[src/rtl/core/assert_macros.svh]
// ---------------------------------------------------------------------------
// assertion macros
// shared concurrent assertion forms for the core rtl
// ---------------------------------------------------------------------------
`ifndef ASSERT_MACROS_SVH
`define ASSERT_MACROS_SVH

// condition holds on every clock out of reset
`define ASSERT_ALWAYS(lbl, clk, rst_n, cond, msg) \
    lbl: assert property (@(posedge clk) disable iff (!rst_n) (cond)) else $error(msg);

// consequent holds in the same cycle as the antecedent
`define ASSERT_SAME(lbl, clk, rst_n, ante, cons, msg) \
    lbl: assert property (@(posedge clk) disable iff (!rst_n) (ante) |-> (cons)) else $error(msg);

// consequent holds in the cycle after the antecedent
`define ASSERT_NEXT(lbl, clk, rst_n, ante, cons, msg) \
    lbl: assert property (@(posedge clk) disable iff (!rst_n) (ante) |=> (cons)) else $error(msg);

`endif

[src/rtl/core/bec_pkg.sv]
// ---------------------------------------------------------------------------
// bec_pkg
// shared types, constants and code tables of the byte escape codec
// ---------------------------------------------------------------------------
package bec_pkg;

    localparam int unsigned CMD_DEPTH = 2;
    localparam int unsigned CMD_PTR_W = $clog2(CMD_DEPTH);
    localparam int unsigned CMD_CNT_W = $clog2(CMD_DEPTH + 1);

    localparam logic [7:0]  BACKSLASH     = 8'h5C;
    localparam logic [15:0] CAPACITY_INIT = 16'd1024;

    typedef enum logic [1:0] {
        CFG_DIRECTION = 2'd0,
        CFG_PAIR_PASS = 2'd1,
        CFG_CAPACITY  = 2'd2
    } t_cfg_idx;

    typedef enum logic [1:0] {
        PH_NORMAL   = 2'd0,
        PH_FOLLOW   = 2'd1,
        PH_AFTER_BS = 2'd2
    } t_phase;

    // one front-end decision: up to two bytes, or a bare end marker
    typedef struct packed {
        logic [7:0] b0;
        logic [7:0] b1;
        logic       two;
        logic       has_byte;
        logic       last;
        logic       trunc;
    } t_cmd;

    function automatic logic [7:0] esc_code(input logic [7:0] b);
        logic [7:0] r;
        case (b)
            8'h0A:   r = 8'h6E;
            8'h2C:   r = 8'h63;
            8'h7C:   r = 8'h7A;
            8'h5C:   r = 8'h79;
            default: r = 8'h00;
        endcase
        return r;
    endfunction

    function automatic logic [7:0] unesc_code(input logic [7:0] b);
        logic [7:0] r;
        case (b)
            8'h6E:   r = 8'h0A;
            8'h63:   r = 8'h2C;
            8'h7A:   r = 8'h7C;
            8'h79:   r = 8'h5C;
            default: r = b;
        endcase
        return r;
    endfunction

endpackage

[src/rtl/core/bec_cmd_fifo.sv]
// ---------------------------------------------------------------------------
// bec_cmd_fifo
// short command queue between the front and back ends
// ---------------------------------------------------------------------------
`include "assert_macros.svh"

module bec_cmd_fifo
    import bec_pkg::*;
(
    input  logic i_clk,
    input  logic i_rst_n,
    input  logic i_push,
    input  t_cmd i_cmd,
    output logic o_full,
    input  logic i_pop,
    output t_cmd o_cmd,
    output logic o_empty
);

    t_cmd                 r_mem [CMD_DEPTH];
    logic [CMD_PTR_W-1:0] r_wr;
    logic [CMD_PTR_W-1:0] r_rd;
    logic [CMD_CNT_W-1:0] r_count;
    logic [CMD_PTR_W-1:0] n_wr;
    logic [CMD_PTR_W-1:0] n_rd;
    logic [CMD_CNT_W-1:0] n_count;
    logic                 do_push;
    logic                 do_pop;

    assign o_full  = (r_count == CMD_CNT_W'(CMD_DEPTH));
    assign o_empty = (r_count == '0);
    assign o_cmd   = r_mem[r_rd];
    assign do_push = i_push && !o_full;
    assign do_pop  = i_pop && !o_empty;

    always_comb begin
        n_wr    = r_wr;
        n_rd    = r_rd;
        n_count = r_count;
        if (do_push) begin
            n_wr = (r_wr == CMD_PTR_W'(CMD_DEPTH - 1)) ? '0 : r_wr + 1'b1;
        end
        if (do_pop) begin
            n_rd = (r_rd == CMD_PTR_W'(CMD_DEPTH - 1)) ? '0 : r_rd + 1'b1;
        end
        if (do_push && !do_pop) begin
            n_count = r_count + 1'b1;
        end else if (do_pop && !do_push) begin
            n_count = r_count - 1'b1;
        end
    end

    always_ff @(posedge i_clk) begin
        if (!i_rst_n) begin
            r_wr    <= '0;
            r_rd    <= '0;
            r_count <= '0;
        end else begin
            r_wr    <= n_wr;
            r_rd    <= n_rd;
            r_count <= n_count;
        end
    end

    always_ff @(posedge i_clk) begin
        if (do_push) begin
            r_mem[r_wr] <= i_cmd;
        end
    end

    `ASSERT_ALWAYS(a_count_bound, i_clk, i_rst_n, r_count <= CMD_CNT_W'(CMD_DEPTH), "queue overfilled")
    `ASSERT_SAME(a_ptr_gap, i_clk, i_rst_n, (r_count == '0) || o_full, r_wr == r_rd, "pointers disagree with count")

endmodule

[src/rtl/core/bec_front.sv]
// ---------------------------------------------------------------------------
// bec_front
// classifies each source byte, tracks string state and issues commands
// ---------------------------------------------------------------------------
`include "assert_macros.svh"

module bec_front
    import bec_pkg::*;
(
    input  logic        i_clk,
    input  logic        i_rst_n,
    input  logic        i_accept,
    input  logic [7:0]  i_in_byte,
    input  logic        i_in_last,
    input  logic        i_direction,
    input  logic        i_pair_pass,
    input  logic [15:0] i_capacity,
    output t_cmd        o_cmd,
    output logic        o_cmd_valid
);

    t_phase      r_phase;
    logic [15:0] r_count;
    logic        r_stopped;
    t_phase      n_phase;
    logic [15:0] n_count;
    logic        n_stopped;
    logic [1:0]  nb;
    logic [7:0]  b0;
    logic [7:0]  b1;
    logic [7:0]  code;
    logic [16:0] cnt1;
    logic [16:0] cnt2;
    logic [16:0] cap;

    assign code = esc_code(i_in_byte);
    assign cnt1 = {1'b0, r_count} + 17'd1;
    assign cnt2 = {1'b0, r_count} + 17'd2;
    assign cap  = {1'b0, i_capacity};

    always_comb begin
        n_phase   = r_phase;
        n_stopped = r_stopped;
        nb        = 2'd0;
        b0        = 8'h00;
        b1        = 8'h00;
        if (!r_stopped) begin
            case (r_phase)
                PH_FOLLOW: begin
                    n_phase = PH_NORMAL;
                    if (!i_direction && (cnt1 >= cap)) begin
                        n_stopped = 1'b1;
                    end else begin
                        nb = 2'd1;
                        b0 = i_in_byte;
                    end
                end
                PH_AFTER_BS: begin
                    n_phase = PH_NORMAL;
                    nb      = 2'd1;
                    b0      = unesc_code(i_in_byte);
                end
                default: begin
                    if (!i_direction) begin
                        if (cnt1 >= cap) begin
                            n_stopped = 1'b1;
                        end else if (i_pair_pass && i_in_byte[7]) begin
                            if (cnt2 >= cap) begin
                                n_stopped = 1'b1;
                            end else begin
                                nb      = 2'd1;
                                b0      = i_in_byte;
                                n_phase = PH_FOLLOW;
                            end
                        end else if (code != 8'h00) begin
                            if (cnt2 >= cap) begin
                                n_stopped = 1'b1;
                            end else begin
                                nb = 2'd2;
                                b0 = BACKSLASH;
                                b1 = code;
                            end
                        end else begin
                            nb = 2'd1;
                            b0 = i_in_byte;
                        end
                    end else begin
                        if (i_pair_pass && i_in_byte[7]) begin
                            nb      = 2'd1;
                            b0      = i_in_byte;
                            n_phase = PH_FOLLOW;
                        end else if (i_in_byte == BACKSLASH) begin
                            n_phase = PH_AFTER_BS;
                        end else begin
                            nb = 2'd1;
                            b0 = i_in_byte;
                        end
                    end
                end
            endcase
        end
    end

    always_comb begin
        n_count = r_count;
        if (!i_direction) begin
            n_count = r_count + 16'(nb);
        end
        if (i_in_last) begin
            n_count = '0;
        end
    end

    // truncation is only ever reported on a bare end marker
    always_comb begin
        o_cmd.b0       = b0;
        o_cmd.b1       = b1;
        o_cmd.two      = (nb == 2'd2);
        o_cmd.has_byte = (nb != 2'd0);
        o_cmd.last     = i_in_last;
        o_cmd.trunc    = i_in_last && (nb == 2'd0) && n_stopped;
        o_cmd_valid    = (nb != 2'd0) || i_in_last;
    end

    always_ff @(posedge i_clk) begin
        if (!i_rst_n) begin
            r_phase   <= PH_NORMAL;
            r_count   <= '0;
            r_stopped <= 1'b0;
        end else if (i_accept) begin
            r_phase   <= i_in_last ? PH_NORMAL : n_phase;
            r_count   <= n_count;
            r_stopped <= i_in_last ? 1'b0 : n_stopped;
        end
    end

    `ASSERT_SAME(a_stop_normal, i_clk, i_rst_n, r_stopped, r_phase == PH_NORMAL, "stopped with pending phase")
    `ASSERT_NEXT(a_last_clears, i_clk, i_rst_n, i_accept && i_in_last, (r_count == '0) && !r_stopped && (r_phase == PH_NORMAL), "string state not cleared")

endmodule

[src/rtl/core/bec_back.sv]
// ---------------------------------------------------------------------------
// bec_back
// expands queued commands into single result bytes on the output register
// ---------------------------------------------------------------------------
`include "assert_macros.svh"

module bec_back
    import bec_pkg::*;
(
    input  logic       i_clk,
    input  logic       i_rst_n,
    input  t_cmd       i_cmd,
    input  logic       i_cmd_empty,
    output logic       o_cmd_pop,
    input  logic       pop,
    output logic       empty,
    output logic [7:0] o_out_byte,
    output logic       o_has_byte,
    output logic       o_out_last,
    output logic       o_truncated
);

    t_cmd r_cmd;
    logic r_valid;
    logic r_sel;
    logic n_valid;
    logic n_sel;
    logic done;
    logic load;

    // current request is finished once its final byte is taken
    assign done      = r_valid && pop && (r_sel || !r_cmd.two);
    assign load      = !i_cmd_empty && (!r_valid || done);
    assign o_cmd_pop = load;

    always_comb begin
        n_valid = r_valid;
        n_sel   = r_sel;
        if (load) begin
            n_valid = 1'b1;
            n_sel   = 1'b0;
        end else if (done) begin
            n_valid = 1'b0;
            n_sel   = 1'b0;
        end else if (r_valid && pop) begin
            n_sel = 1'b1;
        end
    end

    always_ff @(posedge i_clk) begin
        if (!i_rst_n) begin
            r_valid <= 1'b0;
            r_sel   <= 1'b0;
        end else begin
            r_valid <= n_valid;
            r_sel   <= n_sel;
        end
    end

    always_ff @(posedge i_clk) begin
        if (load) begin
            r_cmd <= i_cmd;
        end
    end

    assign empty       = !r_valid;
    assign o_out_byte  = r_sel ? r_cmd.b1 : r_cmd.b0;
    assign o_has_byte  = r_sel || r_cmd.has_byte;
    assign o_out_last  = r_cmd.last && (r_sel || !r_cmd.two);
    assign o_truncated = r_cmd.trunc;

    `ASSERT_SAME(a_sel_pair, i_clk, i_rst_n, r_sel, r_valid && r_cmd.two, "second byte without pair")
    `ASSERT_NEXT(a_sel_advance, i_clk, i_rst_n, r_valid && r_cmd.two && !r_sel && pop, r_sel && r_valid, "pair did not advance")

endmodule

[src/rtl/core/byte_escape_codec.sv]
// ---------------------------------------------------------------------------
// byte_escape_codec
// streaming backslash escape / unescape of a byte string with capacity limit
// ---------------------------------------------------------------------------
// The block takes one source byte per cycle on push while full is low and
// returns result bytes on a queue-style output (empty/pop), one per cycle.
// A byte that escapes into a backslash pair gives two results, so a string
// of such bytes fills the command queue and holds the input side off with full.
// The limit is the single output register, which hands out one result byte
// per cycle while pop is high; a two-entry command queue lets the input
// side run ahead of it. A result passes through the command queue and then
// the output register before it shows on the output and can be popped.
// Configuration (index 0 direction, 1 pair passthrough, 2 capacity) may only
// be written between requests, while no result is outstanding.

module byte_escape_codec
    import bec_pkg::*;
(
    input  logic        i_clk,
    input  logic        i_rst_n,
    input  logic        i_cfg_we,
    input  logic [1:0]  i_cfg_idx,
    input  logic [15:0] i_cfg_data,
    input  logic        push,
    output logic        full,
    input  logic [7:0]  i_in_byte,
    input  logic        i_in_last,
    output logic        empty,
    input  logic        pop,
    output logic [7:0]  o_out_byte,
    output logic        o_has_byte,
    output logic        o_out_last,
    output logic        o_truncated
);

    logic        r_direction;
    logic        r_pair_pass;
    logic [15:0] r_capacity;
    logic        accept;
    t_cmd        front_cmd;
    logic        front_cmd_valid;
    t_cmd        head_cmd;
    logic        cmd_empty;
    logic        cmd_pop;

    always_ff @(posedge i_clk) begin
        if (!i_rst_n) begin
            r_direction <= 1'b0;
            r_pair_pass <= 1'b1;
            r_capacity  <= CAPACITY_INIT;
        end else if (i_cfg_we) begin
            case (i_cfg_idx)
                CFG_DIRECTION: r_direction <= i_cfg_data[0];
                CFG_PAIR_PASS: r_pair_pass <= i_cfg_data[0];
                CFG_CAPACITY:  r_capacity  <= i_cfg_data;
                default:       r_capacity  <= r_capacity;
            endcase
        end
    end

    assign accept = push && !full;

    bec_front u_front (
        .i_clk       (i_clk),
        .i_rst_n     (i_rst_n),
        .i_accept    (accept),
        .i_in_byte   (i_in_byte),
        .i_in_last   (i_in_last),
        .i_direction (r_direction),
        .i_pair_pass (r_pair_pass),
        .i_capacity  (r_capacity),
        .o_cmd       (front_cmd),
        .o_cmd_valid (front_cmd_valid)
    );

    bec_cmd_fifo u_fifo (
        .i_clk   (i_clk),
        .i_rst_n (i_rst_n),
        .i_push  (accept && front_cmd_valid),
        .i_cmd   (front_cmd),
        .o_full  (full),
        .i_pop   (cmd_pop),
        .o_cmd   (head_cmd),
        .o_empty (cmd_empty)
    );

    bec_back u_back (
        .i_clk       (i_clk),
        .i_rst_n     (i_rst_n),
        .i_cmd       (head_cmd),
        .i_cmd_empty (cmd_empty),
        .o_cmd_pop   (cmd_pop),
        .pop         (pop),
        .empty       (empty),
        .o_out_byte  (o_out_byte),
        .o_has_byte  (o_has_byte),
        .o_out_last  (o_out_last),
        .o_truncated (o_truncated)
    );

endmodule
[config.mk]
export PLATFORM = sky130hd
export DESIGN_NAME = byte_escape_codec
export DESIGN_NICKNAME = d
export VERILOG_FILES = /design/src/rtl/core/bec_pkg.sv /design/src/rtl/core/bec_cmd_fifo.sv /design/src/rtl/core/bec_front.sv /design/src/rtl/core/bec_back.sv /design/src/rtl/core/byte_escape_codec.sv
export VERILOG_INCLUDE_DIRS = /design/src /design/src/rtl/core
export SDC_FILE = /design/constraint.sdc
export NUM_CORES = 1
export LEC_CHECK = 0
export BUFFER_PORTS_ARGS = -buffer_cell sky130_fd_sc_hd__buf_2
export CORE_MARGIN = 1.5
export CORE_UTILIZATION = 55
export DETAILED_ROUTE_END_ITERATION = 10
export PLACE_DENSITY = 0.89
export SETUP_SLACK_MARGIN = 0.02
export SLEW_MARGIN = 25
export SYNTH_ARGS = -nofsm -noshare
export SYNTH_HDL_FRONTEND = slang
export SYNTH_SLANG_ARGS = --single-unit
[constraint.sdc]
create_clock -name i_clk -period 4.7 [get_ports i_clk]
set_input_delay 0.235 -clock i_clk [delete_from_list [all_inputs] [get_ports i_clk]]
set_output_delay 0.235 -clock i_clk [all_outputs]
set_load 0.02 [all_outputs]
==> summary.txt <==
Timing
  – Fmax achieved: 225.0 MHz
  – Worst Tran Pin Value: 0.8195 ns
  – Final hold slack: 0.09290 ns
  – Endpoints failing setup: 0
  – Clk_skew: 0.01245 ns
  – Final min period: 4.445 ns
  – Hold Vio Cnt, Final: 0
  – Final Max Slew Viols: 0
  – Period utilization: 0.9457
  – Relative slew slack: 0.4536
  – Setup TNS: 0 ns

Finish
  – Layout cells sized above 1: 0.2250
  – N_diodes: 0
  – Synth-to-layout area growth: 12.08%
  – Final instance area: 0.006595 mm2
  – Final nets: 716

Clocking
  – Worst-Skew Late Latency: 0.37 ns
  – CTS buffer count: 9
  – H-tree levels: 3
  – Max Buffers Root-to-Sink: 2
  – Reg clk slew, reported paths: 0.09 ns
  – CTS root buf: clkbuf_8
  – Cts hold-fix bufs: 0
  – CTS Sinks: 97
  – TritonCTS clock tree: yes

Status
  – Status: finished, final reports clean

Hold path
  – Min-Delay Startpoint: i_cfg_data[10]
  – Hold path endpoint: r_capacity[10]
  – Worst hold path type: primary input to flop
  – WHS Path Cells: 3

Place
  – PortBufs: 44
  – DPL Wire Length: 10,020 um
  – Placed cell area: 0.006279 mm2
  – Gpl congestion: 0.9917

GRT
  – Antenna violations before repair: 0
  – Total gr overflow: 0
  – Vias in the first global route: 4,465
  – First-pass GRT wire length: 21,300 um
  – Total GRT Usage: 0.2398
  – Largest net degree at the start of global routing: 34

Floorplanning
  – IO Pins: 45
  – Vert. Die Dim: 106.4 um
  – Starting Density: 0.5674
  – Rows: 37
  – Die W: 106.4 um
  – CORE AREA: 0.01037 mm2
  – DIE AREA: 0.01133 mm2

Synth
  – Dominant cells by area after synthesis: edfxtp_1 28%, dfxtp_1 15%, ha_1 8.3%, mux2_2 4.4%, nand2_1 4.4%
  – Synthesized area: 0.005884 mm2
  – Flops & latches, synth: 97
  – Register area share after synthesis: 0.4219
  – Distinct cells, synth: 73
  – Top cell type's share of synthesized area: 0.2756
  – Yosys warnings: 0
  – Synthesized Nets: 668
  – Post-synth top area cell: edfxtp_1
  – EDFF count, synth: 54
  – Gate Count Post-Synth: 596
  – Fraction of registers with async set/reset: 0
  – Primary FF master, synth: edfxtp_1
  – Syn_area_per_cell: 9.873 um2

Detailed routing
  – Routed len/inst: 16.50 um
  – Vias: 4,582
  – Final wirelength: 12,950 um
  – Post-route ant nets: 0
  – Iteration count of the initial detailed-routing pass: 6
  – Initial DRC Count: 232
  – DRC viols: 0
  – Vias per cell: 5.837

Critical path
  – Worst EP arrival: 4.74 ns
  – FF-to-FF path depth: 20
  – RR Endpoint: u_front.r_count[10]
  – Reg2Reg Setup Slack: 0.26 ns
  – Startpoint types: flop
  – Slowest stage cell, crit path: or3_4
  – Setup CP Type: flop to flop
  – CP endpoint kind: flop
  – Max FO, Critical Path: 6
  – Critical-path cell list: ha_2 -> and3_4 -> and3_4 -> and3_4 -> and3_4 -> nand2_1 -> xnor2_1 -> ha_1 -> nand4_1 -> nor3_1 -> a221oi_4 -> nand3_4 -> o32ai_4 -> and2_4 -> ha_1 -> fa_1 -> nand4_1 -> or3_4 -> or3_1 -> a21oi_1
  – CP startpoint: u_front.r_count[1]
  – CP max stage delay: 0.43 ns
  – Worst r2r src: u_front.r_count[1]
  – Most frequent cell on the critical path: and3_4
  – CP required: 4.99 ns

Job
  – Max-Cap Viols: 0

Power
  – Design Power: 2.385 mW
  – Worst vdd ir: 0.2270 mV
  – Pleak: 2.627 nW
  – Pwr dens: 361.7 mW/mm2
## routing by layer
metal,global-route usage,vias to the layer above,wire length (um),part of all wire
li1,-,2217,-,-
met1,0.2818,2212,5325,0.41
met2,0.4350,130,6649,0.51
met3,0.04169,23,670,0.052
met4,0.09048,0,306,0.024
met5,0,-,0,0
## cells in the mapped netlist, types with 4 or more instances
cell and count:
nand2b_1 8, and2_1 11, buf_4 5, nand2_1 69
buf_2 8, nor2_1 42, and3_1 8, or2_2 6
nand4_1 9, clkbuf_1 15, nor2b_1 10, inv_1 31
ha_1 39, a21boi_0 16, edfxtp_1 54, o21ai_0 15
xnor2_1 17, xor2_1 24, a21oi_1 24, nand3_2 4
nand3b_1 5, or3_1 6, nor3_1 15, mux2_2 23
dfxtp_1 43, o21ai_1 4, nand3_1 14, o211ai_1 4
## area by class of cell
class,instances,area [um2]
fillers,824,3775
multi-input cells,440,3206
flip-flops and latches,97,2486
repair buffers,65,377.9
well taps,136,170.2
clock buffers,10,127.6
inverters,31,116.4
clock inverters,6,111.4
## where the power goes
part	internal, mW	leakage (nW)	total (mW)	switching (mW)
Combinational	0.236	1.65	0.570	0.333
Clock	0.356	0.119	0.646	0.290
Sequential	1.10	0.860	1.17	0.0711
Total	1.69	2.63	2.39	0.695
## flip-flops by register name, indices dropped and copies added (netlist names)
register	cells
r_pair_pass	1
u_fifo.r_mem	36
r_capacity	16
u_front.r_phase	2
u_back.r_valid	1
u_front.r_count	16
u_fifo.r_wr	1
u_fifo.r_rd	1
u_back.r_sel	1
u_back.o_truncated	1
u_back.r_cmd	17
r_direction	1
u_fifo.r_count	2
u_front.r_stopped	1
## cells by family (layout without fill, tap and decap cells)
family / count (synthesis) / after routing / synth area share
xor gates and xnor gates: 41 / 41 / 0.06102
adders and majority gates: 40 / 40 / 0.08633
AOI/OAI and AO/OA: 104 / 104 / 0.1269
and+or+nand+nor: 231 / 231 / 0.2156
muxes: 24 / 24 / 0.04572
buffers and inverters: 59 / 112 / 0.04253
DFF: 97 / 97 / 0.4219
## worst max-delay path by stage
| stage | depth (start not counted) | to |
|---|---|---|
| 4_1_cts | 20 | u_front.r_count[13] |
| 6_report | 20 | u_front.r_count[10] |
| 5_1_grt | 20 | u_front.r_count[13] |
| 3_5_place_dp | 20 | u_front.r_count[10] |
| 3_3_place_gp | 20 | u_front.r_count[14] |
| 2_1_floorplan | 22 | u_front.r_count[10] |
## worst max-delay path, delay by kind of cell, from the launching register on
| family | cells | cell delay, ns |
|---|---|---|
| XOR/XNOR | 1 | 0.14 |
| AO/OA/AOI/OAI | 3 | 0.75 |
| AND/OR/NAND/NOR | 12 | 2.30 |
| adder cells (fa/ha/maj) | 4 | 0.84 |
| flip-flops | 1 | 0.34 |
## metrics by stage
stage               cells  utilization  setup WS [ns]
finish                785       0.6360         0.2551
global route          785       0.6360      -0.008430
CTS                   782       0.6301        0.05908
detailed placement    766       0.6055       -0.04288
global placement      766       0.6055        0.09954
floorplan             596            -        0.06319
## timing repair
item,4_1_cts,5_1_grt
setup buffers,0,3
gates resized for setup,2,10
setup endpoints to repair,3,49
pin swaps,0,7
hold endpoints to repair,0,0
## placed cells by master (no fill, tap or decap), types with 5 or more instances in the layout
cell and instances:
nand2b_1 8, nand4_1 9, edfxtp_1 54, nand3_2 5, a21boi_0 16, xor2_1 24
and2_1 11, a21oi_1 24, ha_1 38, buf_2 44, nor2_1 42, dfxtp_1 40
nor2b_1 10, nand3b_1 5, xnor2_1 17, or3_1 5, mux2_2 23, nor3_1 14
nand3_1 13, or2_2 6, clkbuf_8 9, nand2_1 69, buf_4 21, o21ai_0 15
inv_1 31
Power figures use the tool's default switching activity.
